## config.mk

```make
export PLATFORM = sky130hd
export DESIGN_NAME = i2c_master_bit_engine
export DESIGN_NICKNAME = d
export VERILOG_FILES = /design/src/sv/i2cm_pkg.sv /design/src/sv/i2cm_front.sv /design/src/sv/i2cm_queue.sv /design/src/sv/i2cm_back.sv /design/src/sv/i2c_master_bit_engine.sv
export SDC_FILE = /design/constraint.sdc
export NUM_CORES = 1
export LEC_CHECK = 0
export BUFFER_PORTS_ARGS = -buffer_cell sky130_fd_sc_hd__buf_2
export CAP_MARGIN = 20
export CORE_UTILIZATION = 61
export DETAILED_ROUTE_END_ITERATION = 10
export GPL_TIMING_DRIVEN = 0
export PLACE_DENSITY_LB_ADDON = 0.15
export REMOVE_ABC_BUFFERS = 1
export SYNTH_ARGS = -nofsm -noshare
export SYNTH_HDL_FRONTEND = slang
export SYNTH_SLANG_ARGS = --single-unit
```

## constraint.sdc

```tcl
create_clock -name clk -period 5.11 [get_ports clk]
set_clock_uncertainty 0.2 [all_clocks]
set_input_delay 0.2555 -clock clk [delete_from_list [all_inputs] [get_ports clk]]
set_output_delay 0.2555 -clock clk [all_outputs]
set_load 0.02 [all_outputs]
```

## src/sv/i2cm_pkg.sv

```systemverilog
// ----------------------------------------------------------------------------
// i2cm_pkg
// shared types and constants of the i2c master bit engine
// ----------------------------------------------------------------------------
package i2cm_pkg;

	localparam int unsigned QUEUE_DEPTH = 2;

	localparam int unsigned TICKS_W = 10;
	localparam int unsigned POLL_W  = 8;
	localparam int unsigned BYTE_W  = 8;
	localparam int unsigned BIT_W   = 4;

	localparam logic [TICKS_W-1:0] PHASE_TICKS_RST    = 10'd5;
	localparam logic [POLL_W-1:0]  ACK_POLL_LIMIT_RST = 8'd19;
	localparam logic [BIT_W-1:0]   BITS_PER_BYTE      = 4'd8;

	localparam int unsigned CFG_IDX_W = 1;
	localparam logic [CFG_IDX_W-1:0] REG_PHASE_TICKS    = 1'b0;
	localparam logic [CFG_IDX_W-1:0] REG_ACK_POLL_LIMIT = 1'b1;

	// raw action codes on the input stream
	localparam logic [2:0] ACT_TICK  = 3'd0;
	localparam logic [2:0] ACT_START = 3'd1;
	localparam logic [2:0] ACT_STOP  = 3'd2;
	localparam logic [2:0] ACT_WRITE = 3'd3;
	localparam logic [2:0] ACT_READ  = 3'd4;

	typedef enum logic [5:0] {
		KIND_TICK  = 6'b000001,
		KIND_START = 6'b000010,
		KIND_STOP  = 6'b000100,
		KIND_WRITE = 6'b001000,
		KIND_READ  = 6'b010000,
		KIND_NONE  = 6'b100000
	} kind_t;

	typedef struct packed {
		kind_t              kind;
		logic [BYTE_W-1:0]  tx_byte;
		logic               send_nack;
		logic               sda_in;
	} cmd_t;

	typedef enum logic [15:0] {
		PH_IDLE   = 16'h0001,
		PH_ST_A   = 16'h0002,
		PH_ST_B   = 16'h0004,
		PH_ST_C   = 16'h0008,
		PH_SP_A   = 16'h0010,
		PH_SP_B   = 16'h0020,
		PH_SP_C   = 16'h0040,
		PH_WR_LO  = 16'h0080,
		PH_WR_HI  = 16'h0100,
		PH_AK_SET = 16'h0200,
		PH_AK_POL = 16'h0400,
		PH_RD_PRE = 16'h0800,
		PH_RD_LO  = 16'h1000,
		PH_RD_HI  = 16'h2000,
		PH_NK_LO  = 16'h4000,
		PH_NK_HI  = 16'h8000
	} phase_t;

endpackage

```

## src/sv/i2cm_front.sv

```systemverilog
// ----------------------------------------------------------------------------
// i2cm_front
// unpacks input transactions and classifies the action code
// ----------------------------------------------------------------------------
module i2cm_front (
	input  logic [15:0]     s_tdata,  // action[2:0], tx_byte[10:3], send_nack[11], sda_in[12]
	output i2cm_pkg::cmd_t  cmd
);

	logic [2:0] action;

	assign action = s_tdata[2:0];

	always_comb begin
		cmd.tx_byte   = s_tdata[10:3];
		cmd.send_nack = s_tdata[11];
		cmd.sda_in    = s_tdata[12];
		case (action)
			i2cm_pkg::ACT_TICK:  cmd.kind = i2cm_pkg::KIND_TICK;
			i2cm_pkg::ACT_START: cmd.kind = i2cm_pkg::KIND_START;
			i2cm_pkg::ACT_STOP:  cmd.kind = i2cm_pkg::KIND_STOP;
			i2cm_pkg::ACT_WRITE: cmd.kind = i2cm_pkg::KIND_WRITE;
			i2cm_pkg::ACT_READ:  cmd.kind = i2cm_pkg::KIND_READ;
			default:             cmd.kind = i2cm_pkg::KIND_NONE;
		endcase
	end

endmodule

```

## src/sv/i2cm_queue.sv

```systemverilog
// ----------------------------------------------------------------------------
// i2cm_queue
// short command queue between the front and the bus sequencer
// ----------------------------------------------------------------------------
module i2cm_queue #(
	parameter int unsigned DEPTH = i2cm_pkg::QUEUE_DEPTH
) (
	input  logic            clk,
	input  logic            arst_n,
	input  logic            push,
	input  i2cm_pkg::cmd_t  push_cmd,
	output logic            full,
	input  logic            pop,
	output logic            not_empty,
	output i2cm_pkg::cmd_t  pop_cmd
);

	localparam int unsigned PTR_W = (DEPTH > 1) ? $clog2(DEPTH) : 1;
	localparam int unsigned CNT_W = $clog2(DEPTH + 1);
	localparam logic [PTR_W-1:0] LAST_PTR = PTR_W'(DEPTH - 1);
	localparam logic [CNT_W-1:0] FULL_CNT = CNT_W'(DEPTH);

	i2cm_pkg::cmd_t   mem_q [DEPTH];
	logic [PTR_W-1:0] wr_ptr_q;
	logic [PTR_W-1:0] rd_ptr_q;
	logic [CNT_W-1:0] count_q;
	logic             do_push;
	logic             do_pop;

	assign full      = (count_q == FULL_CNT);
	assign not_empty = (count_q != '0);
	assign do_push   = push && !full;
	assign do_pop    = pop && not_empty;
	assign pop_cmd   = mem_q[rd_ptr_q];

	always_ff @(posedge clk) begin
		if (do_push) begin
			mem_q[wr_ptr_q] <= push_cmd;
		end
	end

	always_ff @(posedge clk or negedge arst_n) begin
		if (!arst_n) begin
			wr_ptr_q <= '0;
			rd_ptr_q <= '0;
			count_q  <= '0;
		end else begin
			if (do_push) begin
				wr_ptr_q <= (wr_ptr_q == LAST_PTR) ? '0 : wr_ptr_q + 1'b1;
			end
			if (do_pop) begin
				rd_ptr_q <= (rd_ptr_q == LAST_PTR) ? '0 : rd_ptr_q + 1'b1;
			end
			if (do_push && !do_pop) begin
				count_q <= count_q + 1'b1;
			end else if (do_pop && !do_push) begin
				count_q <= count_q - 1'b1;
			end
		end
	end

endmodule

```

## src/sv/i2cm_back.sv

```systemverilog
// ----------------------------------------------------------------------------
// i2cm_back
// bus phase sequencer with configuration registers and output register
// ----------------------------------------------------------------------------
module i2cm_back (
	input  logic                              clk,
	input  logic                              arst_n,
	input  logic                              cfg_we,
	input  logic [i2cm_pkg::CFG_IDX_W-1:0]    cfg_index,
	input  logic [i2cm_pkg::TICKS_W-1:0]      cfg_data,
	input  logic                              cmd_valid,
	input  i2cm_pkg::cmd_t                    cmd,
	output logic                              cmd_pop,
	output logic                              m_tvalid,
	input  logic                              m_tready,
	output logic [15:0]                       m_tdata  // scl_out[0], sda_out[1], busy_res[2], done_res[3], ack_seen[4], rx_byte[12:5]
);

	localparam int unsigned TW = i2cm_pkg::TICKS_W;
	localparam int unsigned PW = i2cm_pkg::POLL_W;
	localparam int unsigned BW = i2cm_pkg::BYTE_W;
	localparam int unsigned IW = i2cm_pkg::BIT_W;

	logic [TW-1:0]     phase_ticks_q;
	logic [PW-1:0]     ack_poll_limit_q;

	i2cm_pkg::phase_t  phase_q, phase_n;
	logic [IW-1:0]     bit_idx_q, bit_idx_n;
	logic [TW-1:0]     delay_q, delay_n;
	logic [PW-1:0]     poll_q, poll_n;
	logic [BW-1:0]     shift_q, shift_n;
	logic              scl_q, scl_n;
	logic              sda_q, sda_n;
	logic              ack_q, ack_n;
	logic              nack_q, nack_n;
	logic [BW-1:0]     rx_hold_q, rx_hold_n;
	logic              done_n;

	logic [TW-1:0]     eff_limit;
	logic [TW-1:0]     delay_inc;
	logic [IW-1:0]     bit_inc;
	logic [PW-1:0]     poll_inc;

	logic              out_valid_q;
	logic [12:0]       out_data_q;

	assign cmd_pop   = cmd_valid && (!out_valid_q || m_tready);
	assign eff_limit = (phase_ticks_q == '0) ? TW'(1) : phase_ticks_q;
	assign delay_inc = delay_q + 1'b1;
	assign bit_inc   = bit_idx_q + 1'b1;
	assign poll_inc  = poll_q + 1'b1;
	assign m_tvalid  = out_valid_q;
	assign m_tdata   = {3'b000, out_data_q};

	always_ff @(posedge clk or negedge arst_n) begin
		if (!arst_n) begin
			phase_ticks_q    <= i2cm_pkg::PHASE_TICKS_RST;
			ack_poll_limit_q <= i2cm_pkg::ACK_POLL_LIMIT_RST;
		end else if (cfg_we) begin
			case (cfg_index)
				i2cm_pkg::REG_PHASE_TICKS:    phase_ticks_q    <= cfg_data;
				i2cm_pkg::REG_ACK_POLL_LIMIT: ack_poll_limit_q <= cfg_data[PW-1:0];
				default: ;
			endcase
		end
	end

	always_comb begin
		phase_n   = phase_q;
		bit_idx_n = bit_idx_q;
		delay_n   = delay_q;
		poll_n    = poll_q;
		shift_n   = shift_q;
		scl_n     = scl_q;
		sda_n     = sda_q;
		ack_n     = ack_q;
		nack_n    = nack_q;
		rx_hold_n = rx_hold_q;
		done_n    = 1'b0;
		case (cmd.kind)
			i2cm_pkg::KIND_TICK: begin
				if (phase_q != i2cm_pkg::PH_IDLE) begin
					if (delay_inc >= eff_limit) begin
						delay_n = '0;
						case (phase_q)
							i2cm_pkg::PH_ST_A: begin
								sda_n = 1'b1;
								phase_n = i2cm_pkg::PH_ST_B;
							end
							i2cm_pkg::PH_ST_B: begin
								sda_n = 1'b0;
								phase_n = i2cm_pkg::PH_ST_C;
							end
							i2cm_pkg::PH_ST_C: begin
								scl_n = 1'b0;
								phase_n = i2cm_pkg::PH_IDLE;
								done_n = 1'b1;
							end
							i2cm_pkg::PH_SP_A: begin
								sda_n = 1'b0;
								phase_n = i2cm_pkg::PH_SP_B;
							end
							i2cm_pkg::PH_SP_B: begin
								scl_n = 1'b1;
								phase_n = i2cm_pkg::PH_SP_C;
							end
							i2cm_pkg::PH_SP_C: begin
								sda_n = 1'b1;
								phase_n = i2cm_pkg::PH_IDLE;
								done_n = 1'b1;
							end
							i2cm_pkg::PH_WR_LO: begin
								scl_n = 1'b1;
								phase_n = i2cm_pkg::PH_WR_HI;
							end
							i2cm_pkg::PH_WR_HI: begin
								scl_n = 1'b0;
								bit_idx_n = bit_inc;
								if (bit_inc >= i2cm_pkg::BITS_PER_BYTE) begin
									sda_n = 1'b1;
									phase_n = i2cm_pkg::PH_AK_SET;
								end else begin
									sda_n = shift_q[BW-1];
									shift_n = {shift_q[BW-2:0], 1'b0};
									phase_n = i2cm_pkg::PH_WR_LO;
								end
							end
							i2cm_pkg::PH_AK_SET: begin
								scl_n = 1'b1;
								poll_n = '0;
								if (ack_poll_limit_q == '0) begin
									ack_n = 1'b0;
									scl_n = 1'b0;
									sda_n = 1'b1;
									phase_n = i2cm_pkg::PH_IDLE;
									done_n = 1'b1;
								end else begin
									phase_n = i2cm_pkg::PH_AK_POL;
								end
							end
							i2cm_pkg::PH_AK_POL: begin
								poll_n = poll_inc;
								if (!cmd.sda_in || (poll_inc >= ack_poll_limit_q)) begin
									ack_n = !cmd.sda_in;
									scl_n = 1'b0;
									sda_n = 1'b1;
									phase_n = i2cm_pkg::PH_IDLE;
									done_n = 1'b1;
								end
							end
							i2cm_pkg::PH_RD_PRE: begin
								sda_n = 1'b1;
								phase_n = i2cm_pkg::PH_RD_LO;
							end
							i2cm_pkg::PH_RD_LO: begin
								scl_n = 1'b1;
								shift_n = {shift_q[BW-2:0], cmd.sda_in};
								phase_n = i2cm_pkg::PH_RD_HI;
							end
							i2cm_pkg::PH_RD_HI: begin
								scl_n = 1'b0;
								bit_idx_n = bit_inc;
								if (bit_inc >= i2cm_pkg::BITS_PER_BYTE) begin
									rx_hold_n = shift_q;
									sda_n = nack_q;
									phase_n = i2cm_pkg::PH_NK_LO;
								end else begin
									phase_n = i2cm_pkg::PH_RD_LO;
								end
							end
							i2cm_pkg::PH_NK_LO: begin
								scl_n = 1'b1;
								phase_n = i2cm_pkg::PH_NK_HI;
							end
							i2cm_pkg::PH_NK_HI: begin
								scl_n = 1'b0;
								phase_n = i2cm_pkg::PH_IDLE;
								done_n = 1'b1;
							end
							default: begin
								phase_n = i2cm_pkg::PH_IDLE;
							end
						endcase
					end else begin
						delay_n = delay_inc;
					end
				end
			end
			i2cm_pkg::KIND_START: begin
				if (phase_q == i2cm_pkg::PH_IDLE) begin
					delay_n = '0;
					bit_idx_n = '0;
					scl_n = 1'b1;
					phase_n = i2cm_pkg::PH_ST_A;
				end
			end
			i2cm_pkg::KIND_STOP: begin
				if (phase_q == i2cm_pkg::PH_IDLE) begin
					delay_n = '0;
					bit_idx_n = '0;
					scl_n = 1'b0;
					phase_n = i2cm_pkg::PH_SP_A;
				end
			end
			i2cm_pkg::KIND_WRITE: begin
				if (phase_q == i2cm_pkg::PH_IDLE) begin
					delay_n = '0;
					bit_idx_n = '0;
					scl_n = 1'b0;
					sda_n = cmd.tx_byte[BW-1];
					shift_n = {cmd.tx_byte[BW-2:0], 1'b0};
					phase_n = i2cm_pkg::PH_WR_LO;
				end
			end
			i2cm_pkg::KIND_READ: begin
				if (phase_q == i2cm_pkg::PH_IDLE) begin
					delay_n = '0;
					bit_idx_n = '0;
					shift_n = '0;
					nack_n = cmd.send_nack;
					phase_n = i2cm_pkg::PH_RD_PRE;
				end
			end
			default: ;
		endcase
	end

	always_ff @(posedge clk or negedge arst_n) begin
		if (!arst_n) begin
			phase_q     <= i2cm_pkg::PH_IDLE;
			bit_idx_q   <= '0;
			delay_q     <= '0;
			poll_q      <= '0;
			shift_q     <= '0;
			scl_q       <= 1'b1;
			sda_q       <= 1'b1;
			ack_q       <= 1'b0;
			nack_q      <= 1'b0;
			rx_hold_q   <= '0;
			out_valid_q <= 1'b0;
		end else begin
			if (cmd_pop) begin
				phase_q   <= phase_n;
				bit_idx_q <= bit_idx_n;
				delay_q   <= delay_n;
				poll_q    <= poll_n;
				shift_q   <= shift_n;
				scl_q     <= scl_n;
				sda_q     <= sda_n;
				ack_q     <= ack_n;
				nack_q    <= nack_n;
				rx_hold_q <= rx_hold_n;
				out_valid_q <= 1'b1;
			end else if (m_tready) begin
				out_valid_q <= 1'b0;
			end
		end
	end

	always_ff @(posedge clk) begin
		if (cmd_pop) begin
			out_data_q <= {rx_hold_n, ack_n, done_n, (phase_n != i2cm_pkg::PH_IDLE), sda_n, scl_n};
		end
	end

	a_done_not_busy: assert property (@(posedge clk) disable iff (!arst_n)
		out_valid_q && out_data_q[3] |-> !out_data_q[2])
		else $error("done reported while still busy");

	a_bit_idx_range: assert property (@(posedge clk) disable iff (!arst_n)
		bit_idx_q <= i2cm_pkg::BITS_PER_BYTE)
		else $error("bit index beyond one byte");

	a_idle_delay_zero: assert property (@(posedge clk) disable iff (!arst_n)
		phase_q == i2cm_pkg::PH_IDLE |-> delay_q == '0)
		else $error("delay counter left running while idle");

	a_pop_fills_out: assert property (@(posedge clk) disable iff (!arst_n)
		cmd_pop |=> out_valid_q)
		else $error("popped command produced no result");

endmodule

```

## src/sv/i2c_master_bit_engine.sv

```systemverilog
// ----------------------------------------------------------------------------
// i2c_master_bit_engine
// i2c master bit engine stepped by tick and command transactions
// ----------------------------------------------------------------------------
// usage:
// s_* carries one item per transaction: a tick with a sampled sda level, or
// a start, stop, write byte or read byte command. every accepted item gives
// exactly one result on m_*: scl and sda levels, busy, done, ack and rx byte.
// cfg_we writes phase_ticks (index 0) or ack_poll_limit (index 1); write
// only while no transaction is in flight.
// path: the queue is written at the accepting edge and the phase sequencer
// then loads its output register once that register is empty or being taken;
// the result is held there until m_tready takes it.
// throughput: one item per cycle while m_tready is high; the phase sequencer
// updates all of its state for each item it takes.
// reset: bus levels released high, sequencer idle, queue and output empty,
// registers back to 5 ticks per phase and 19 ack polls.
// stall: while m_tready is low the result holds, the sequencer stops and the
// queue absorbs up to QUEUE_DEPTH items before s_tready drops.
// ----------------------------------------------------------------------------
module i2c_master_bit_engine #(
	parameter int unsigned QUEUE_DEPTH = i2cm_pkg::QUEUE_DEPTH
) (
	input  logic                            clk,
	input  logic                            arst_n,
	input  logic                            cfg_we,
	input  logic [i2cm_pkg::CFG_IDX_W-1:0]  cfg_index,
	input  logic [i2cm_pkg::TICKS_W-1:0]    cfg_data,
	input  logic                            s_tvalid,
	output logic                            s_tready,
	input  logic [15:0]                     s_tdata,  // action[2:0], tx_byte[10:3], send_nack[11], sda_in[12]
	output logic                            m_tvalid,
	input  logic                            m_tready,
	output logic [15:0]                     m_tdata   // scl_out[0], sda_out[1], busy_res[2], done_res[3], ack_seen[4], rx_byte[12:5]
);

	i2cm_pkg::cmd_t front_cmd;
	i2cm_pkg::cmd_t queue_cmd;
	logic           queue_full;
	logic           queue_valid;
	logic           queue_pop;

	assign s_tready = !queue_full;

	i2cm_front u_front (
		.s_tdata (s_tdata),
		.cmd     (front_cmd)
	);

	i2cm_queue #(
		.DEPTH (QUEUE_DEPTH)
	) u_queue (
		.clk       (clk),
		.arst_n    (arst_n),
		.push      (s_tvalid),
		.push_cmd  (front_cmd),
		.full      (queue_full),
		.pop       (queue_pop),
		.not_empty (queue_valid),
		.pop_cmd   (queue_cmd)
	);

	i2cm_back u_back (
		.clk       (clk),
		.arst_n    (arst_n),
		.cfg_we    (cfg_we),
		.cfg_index (cfg_index),
		.cfg_data  (cfg_data),
		.cmd_valid (queue_valid),
		.cmd       (queue_cmd),
		.cmd_pop   (queue_pop),
		.m_tvalid  (m_tvalid),
		.m_tready  (m_tready),
		.m_tdata   (m_tdata)
	);

endmodule
```

==> metrics.txt, run 1 <==
run status finished, final reports clean; FF-to-FF path depth 12; Initial Utilization 0.627; final hold vios 0; CTS buffer count 17; total negative setup slack 0 ns; worst-skew pair later-pin latency 0.55 ns; Async S/R FF share, synth 0.643; Detailed Route Iter0 Violations 420; CTS tree yes; worst reg-to-reg setup slack 0.24 ns; synth warn 0; Mapped Area 0.00682 mm²; Worst-Margin Slew 1.04 ns; H-tree levels 4; P per Cell Area 382 mW/mm²; DR WL/cell 18.8 µm; final setup violation count 0; diode count 0; CORE AREA 0.0109 mm²; Routed WL 15.8 mm; RSZ-0062 raised after global routing false; dpl hpwl 10.7 mm; Port Buf Inserts 43; min-delay src cfg_we; final slew viol count 0; gr ovfl total 0; Unique masters post-synth 83; layout cells sized above 1 0.221; DR pass1 iterations 5; Hold/Removal Path Class input pin to register; synthesized flop and latch total 126; crit end category register; post-layout net count 741; syn avg cell area 11.0 µm²; cell count after synthesis 619; Final Power 3050 µW; drt via density 6.26; Die Y 108 µm; number of synthesized flops with an enable pin 45; Placer Congestion 0.903; GRT Util Overall 0.296; crit path time final 4.87 ns; CTS Buffer Depth 2; P_leak 0.00346 µW; CTS clk-pin slew, worst paths 0.06 ns; first-pass GRT wire length 25.9 mm; initial antenna violation count 0; # IOs 50; worst endpoint data arrival time 5.09 ns; VDD IR max 0.411 mV; number of global-route vias before repair 5,294; Max Cap Viol 0; fmax 205 MHz; Max-slew headroom 0.302; worst hold path depth 4; period utilization 0.952; largest net degree at the start of global routing 71; Reg-to-Reg Start u_back.delay_q[2]$_DFFE_PN0P_; Critical Path Start Type register; Seq/Total Area, Yosys 0.497; CP Class register to register; Cell Rows 38; Hold Path End u_back.phase_ticks_q[2]$_DFFE_PN1P_; via count 5,261; Worst Path Required 5.33 ns; Worst R2R End u_back.rx_hold_q[7]$_DFFE_PN0P_; Routed Antenna Nets 0; CTS Root Cell clkbuf_8; crit-path max FO 11; die area 0.0116 mm²; clock sink count 126; chip width 108 µm; # DRC 0; Area Growth Syn to Fin 17.1%; Post-CTS Resized 0; Synth Flop Type dfrtp_1
-- sequential cells by signal, summed over array words and instances (netlist names), 2 cells and up --
name	flops
u_queue.count_q	2
u_back.poll_q	8
u_back.phase_q	16
u_back.delay_q	10
u_back.ack_poll_limit_q	8
u_queue.mem_q	32
u_back.out_data_q	13
u_back.phase_ticks_q	10
u_back.shift_q	8
u_back.bit_idx_q	4
u_back.rx_hold_q	8
-- per-stage QoR --
step           utilization  instances  instance area, µm²  hold WS [ns]  setup WS (ns)
3_5_place_dp         0.656        778                7140       -0.0853          0.427
6_report             0.734        840                7990       0.00352          0.243
3_3_place_gp         0.649        772                7070         0.245          0.402
4_1_cts              0.733        839                7980        0.0799          0.314
2_1_floorplan            -        589                6680        -0.240           1.31
5_1_grt              0.734        840                7990        0.0424         0.0151
-- cells in the final DEF (no fill, tap or decap), types with 9 or more instances in the layout --
cell type      count
xnor2_1           15
ha_1              22
mux2i_1           10
clkbuf_16         16
nand3_1           18
inv_1             24
mux2_2            30
nor2_1            28
o21ai_0           26
buf_2             43
edfxtp_1          45
nor3_1            11
a21oi_1           14
nand4_1           12
dfrtp_1           73
a22o_1             9
dlygate4sd3_1     29
nand2_1           63
nand2b_1          12
-- kinds of logic (layout without fill, tap and decap cells) --
group	after synthesis	count (layout)	synth area share
AND/OR/NAND/NOR	220	220	0.187
AO/OA/AOI/OAI	120	120	0.126
flip-flops	126	126	0.497
other	1	3	0.000550
XOR/XNOR	23	23	0.0295
buffers and inverters	59	138	0.0376
adder cells (fa/ha/maj)	22	22	0.0403
multiplexers	48	48	0.0818
-- Yosys cell counts (8+ instances only) --
master / number / area (µm²)
o21ai_0: 26 / 130
or3_1: 8 / 50.1
edfxtp_1: 45 / 1350
dfstp_2: 8 / 210
nand2b_1: 12 / 75.1
clkbuf_1: 18 / 67.6
a22o_1: 9 / 78.8
inv_1: 24 / 90.1
nor3b_1: 8 / 60.1
mux2_2: 30 / 338
mux2_4: 8 / 120
xnor2_1: 15 / 131
ha_1: 22 / 275
dfrtp_1: 73 / 1830
nand3_1: 18 / 90.1
nand4_1: 12 / 75.1
a21o_1: 8 / 60.1
mux2i_1: 10 / 100
a21oi_1: 14 / 70.1
nor2_1: 28 / 105
nand2_1: 63 / 236
nor3_1: 11 / 55.1
xor2_1: 8 / 70.1
-- worst max-delay path by stage --
stage,startpoint,endpoint,slack [ns],depth (start not counted)
global placement,u_back.delay_q[2]$_DFFE_PN0P_,u_back.rx_hold_q[6]$_DFFE_PN0P_,0.40,12
finish,u_back.delay_q[2]$_DFFE_PN0P_,u_back.rx_hold_q[7]$_DFFE_PN0P_,0.24,12
detailed placement,u_back.delay_q[2]$_DFFE_PN0P_,u_back.rx_hold_q[5]$_DFFE_PN0P_,0.43,12
global route,u_back.delay_q[2]$_DFFE_PN0P_,u_back.rx_hold_q[5]$_DFFE_PN0P_,0.02,12
floorplan,u_back.delay_q[2]$_DFFE_PN0P_,u_back.rx_hold_q[0]$_DFFE_PN0P_,1.31,12
CTS,u_back.delay_q[2]$_DFFE_PN0P_,u_back.rx_hold_q[7]$_DFFE_PN0P_,0.31,12
-- layer usage --
| metal | global-route usage | up-vias | part of all wire |
|---|---|---|---|
| met2 | 0.463 | 185 | 0.48 |
| met3 | 0.0920 | 27 | 0.061 |
| li1 | - | 2452 | - |
| met1 | 0.389 | 2597 | 0.45 |
| met4 | 0.106 | 0 | 0.016 |
| met5 | 0 | - | 0 |
-- report_power, final --
part / switching (µW) / internal [µW] / leakage [µW]
registers: 115 / 1220 / 0.00149
logic: 353 / 234 / 0.00170
clock network: 479 / 651 / 0.000271
-- area by class of cell --
class	instances	area [µm²]
clock inverters	15	138
well taps	140	175
flip-flops and latches	126	3390
fillers	726	2900
multi-input cells	436	3190
repair buffers	79	582
inverters	27	101
clock buffers	17	414
-- worst max-delay path, cell delays in order, from the launching register on --
cell and delay (ns):
dfrtp_1 0.45, nand3_1 0.13, nor2_1 0.15, and4_1 0.27
nand2b_1 0.16, nand2_1 0.07, ha_1 0.31, a2111o_1 0.44
a2111oi_1 0.90, nor2_1 0.49, nand3_1 0.49, mux2_2 0.41
mux2_2 0.27
-- what timing repair did --
item | 4_1_cts | 5_1_grt
endpoints found under the hold margin | 134 | 0
setup buffers | 0 | 0
hold buffers | 29 | 0
Note: power is estimated with default switching activity, not from simulation.
==> run 2: changes to the inputs <==
GPL_ROUTABILITY_DRIVEN = 0   (was default)
clock period = 5.25 ns   (was 5.11 ns; I/O delays follow)
==> metrics.txt, run 2 (synthesis results as in run 1) <==
Cell Chain, Critical Path nand3_1, nor2_1, and4_1, nand2b_1, nand2_1, ha_1, a2111o_1, a2111oi_1, nor2_1, nand3_1, mux2_2, mux2_2; Max stage delay on crit path 0.92 ns; Layout fillers 744; Worst-Margin Slew 1.03 ns; DR pass1 iterations 6; met2 WL 7.33 mm; Reg-to-Reg Start u_back.delay_q[2]$_DFFE_PN0P_; crit end category register; Final Power 2980 µW; final hold vios 0; CTS buffer count 17; Port Buf Inserts 43; drt via density 6.15; DP Cell Count 777; RSZ-0062 raised after global routing false; dpl hpwl 10.4 mm; Detailed Route Iter0 Violations 452; CP Class register to register; met3 WL post-DR 1.05 mm; commonest cells after routing, fill and taps aside dfrtp_1, nand2_1, edfxtp_1; number of setup buffers added after CTS 0; Cell Rows 38; max reg flops 32; Area Growth Syn to Fin 17.2%; largest net degree at the start of global routing 46; GRT Util Overall 0.289; CTS Root Cell clkbuf_8; # DRC 0; Setup crit end u_back.rx_hold_q[0]$_DFFE_PN0P_; H-tree levels 4; post-layout net count 739; final setup violation count 0; Max Cap Viol 0; FF-to-FF path depth 12; Initial Utilization 0.627; Worst Path Required 5.45 ns; worst reg-to-reg setup slack 0.37 ns; P_leak 0.00345 µW; diode count 0; Highest Signal Layer met4; non-filler cells, final 838; initial antenna violation count 0; crit-path max FO 11; total negative setup slack 0 ns; commonest non-fill, non-tap cell in the layout dfrtp_1; CTS Buffer Depth 2; Hold/Removal Path Class input pin to register; Worst Setup SP u_back.delay_q[2]$_DFFE_PN0P_; CTS tree yes; Regs by FF count u_queue.mem_q (32), u_back.phase_q (16), u_back.out_data_q (13); Biggest register u_queue.mem_q; run status finished, final reports clean; Max-slew headroom 0.314; number of global-route vias before repair 5,156; gr ovfl total 0; period utilization 0.929; fmax 205 MHz; VDD IR max 0.352 mV; CTS clk-pin slew, worst paths 0.06 ns; worst-skew pair later-pin latency 0.53 ns; Critical Path Start Type register; Worst R2R End u_back.rx_hold_q[0]$_DFFE_PN0P_; DR WL/cell 18.4 µm; first-pass GRT wire length 25.5 mm; Routed WL 15.4 mm; via count 5,156; Multi-input gate area 0.00319 mm²; CORE AREA 0.0109 mm²; FF+latch area 0.00339 mm²; chip width 108 µm; clock sink count 126; Die Y 108 µm; layout cells sized above 1 0.218; final slew viol count 0; # IOs 50; Critical-path top delay cell a2111oi_1; Routed Antenna Nets 0; metal1 wirelength 6.72 mm; die area 0.0116 mm²; crit path time final 4.88 ns; worst endpoint data arrival time 5.08 ns; P per Cell Area 372 mW/mm²
[run 2: worst min path at each step]
stage	end	startpoint	cells past startpoint
6_report	u_back.phase_ticks_q[2]$_DFFE_PN1P_	cfg_index	5
5_1_grt	u_back.phase_ticks_q[2]$_DFFE_PN1P_	cfg_index	5
4_1_cts	u_back.phase_ticks_q[2]$_DFFE_PN1P_	cfg_index	4
3_5_place_dp	u_back.rx_hold_q[2]$_DFFE_PN0P_	arst_n	1
3_3_place_gp	u_queue.mem_q[0][6]$_DFFE_PP_	s_tdata[7]	1
2_1_floorplan	u_back.ack_poll_limit_q[2]$_DFFE_PN0P_	arst_n	0
[run 2: what timing repair did]
action	CTS	global route
resized for setup	0	0
endpoints found under the hold margin	129	0
setup endpoints to repair	0	0
hold buffers	27	0
[run 2: routing by layer]
layer  track usage  vias up
li1              -     2440
met1         0.385     2468
met2         0.458      212
met3        0.0605       36
met4         0.125        0
met5             0        -
[run 2: critical path, delay by kind of cell (launching register included)]
kind / cells / cell delay, ns
adders and majority gates: 1 / 0.31
muxes: 2 / 0.68
and+or+nand+nor: 7 / 1.74
DFF: 1 / 0.46
AOI/OAI and AO/OA: 2 / 1.35
[run 2: cell type report]
| type | count | area share |
|---|---|---|
| Clock buffer | 23 | 0.0584 |
| Tap cell | 140 | 0.0219 |
| Sequential cell | 126 | 0.424 |
| Inverter | 27 | 0.0127 |
| Clock inverter | 9 | 0.0108 |
| Multi-Input combinational cell | 436 | 0.399 |
| Timing Repair Buffer | 77 | 0.0731 |
[run 2: per-stage QoR]
stage	setup WS (ns)	util	area [µm²]	hold slack [ns]
6_report	0.374	0.734	7990	0.00211
5_1_grt	0.119	0.734	7990	0.0334
4_1_cts	0.464	0.731	7960	0.0106
3_5_place_dp	0.579	0.655	7140	0.0694
3_3_place_gp	0.580	0.649	7070	0.250
2_1_floorplan	1.45	-	6680	-0.233
[run 2: where the power goes]
group	switching (µW)	internal (µW)	total (µW)	leakage (µW)
sequential	109	1190	1290	0.00149
clock	427	666	1090	0.000268
combinational	346	243	589	0.00170
total	883	2090	2980	0.00345
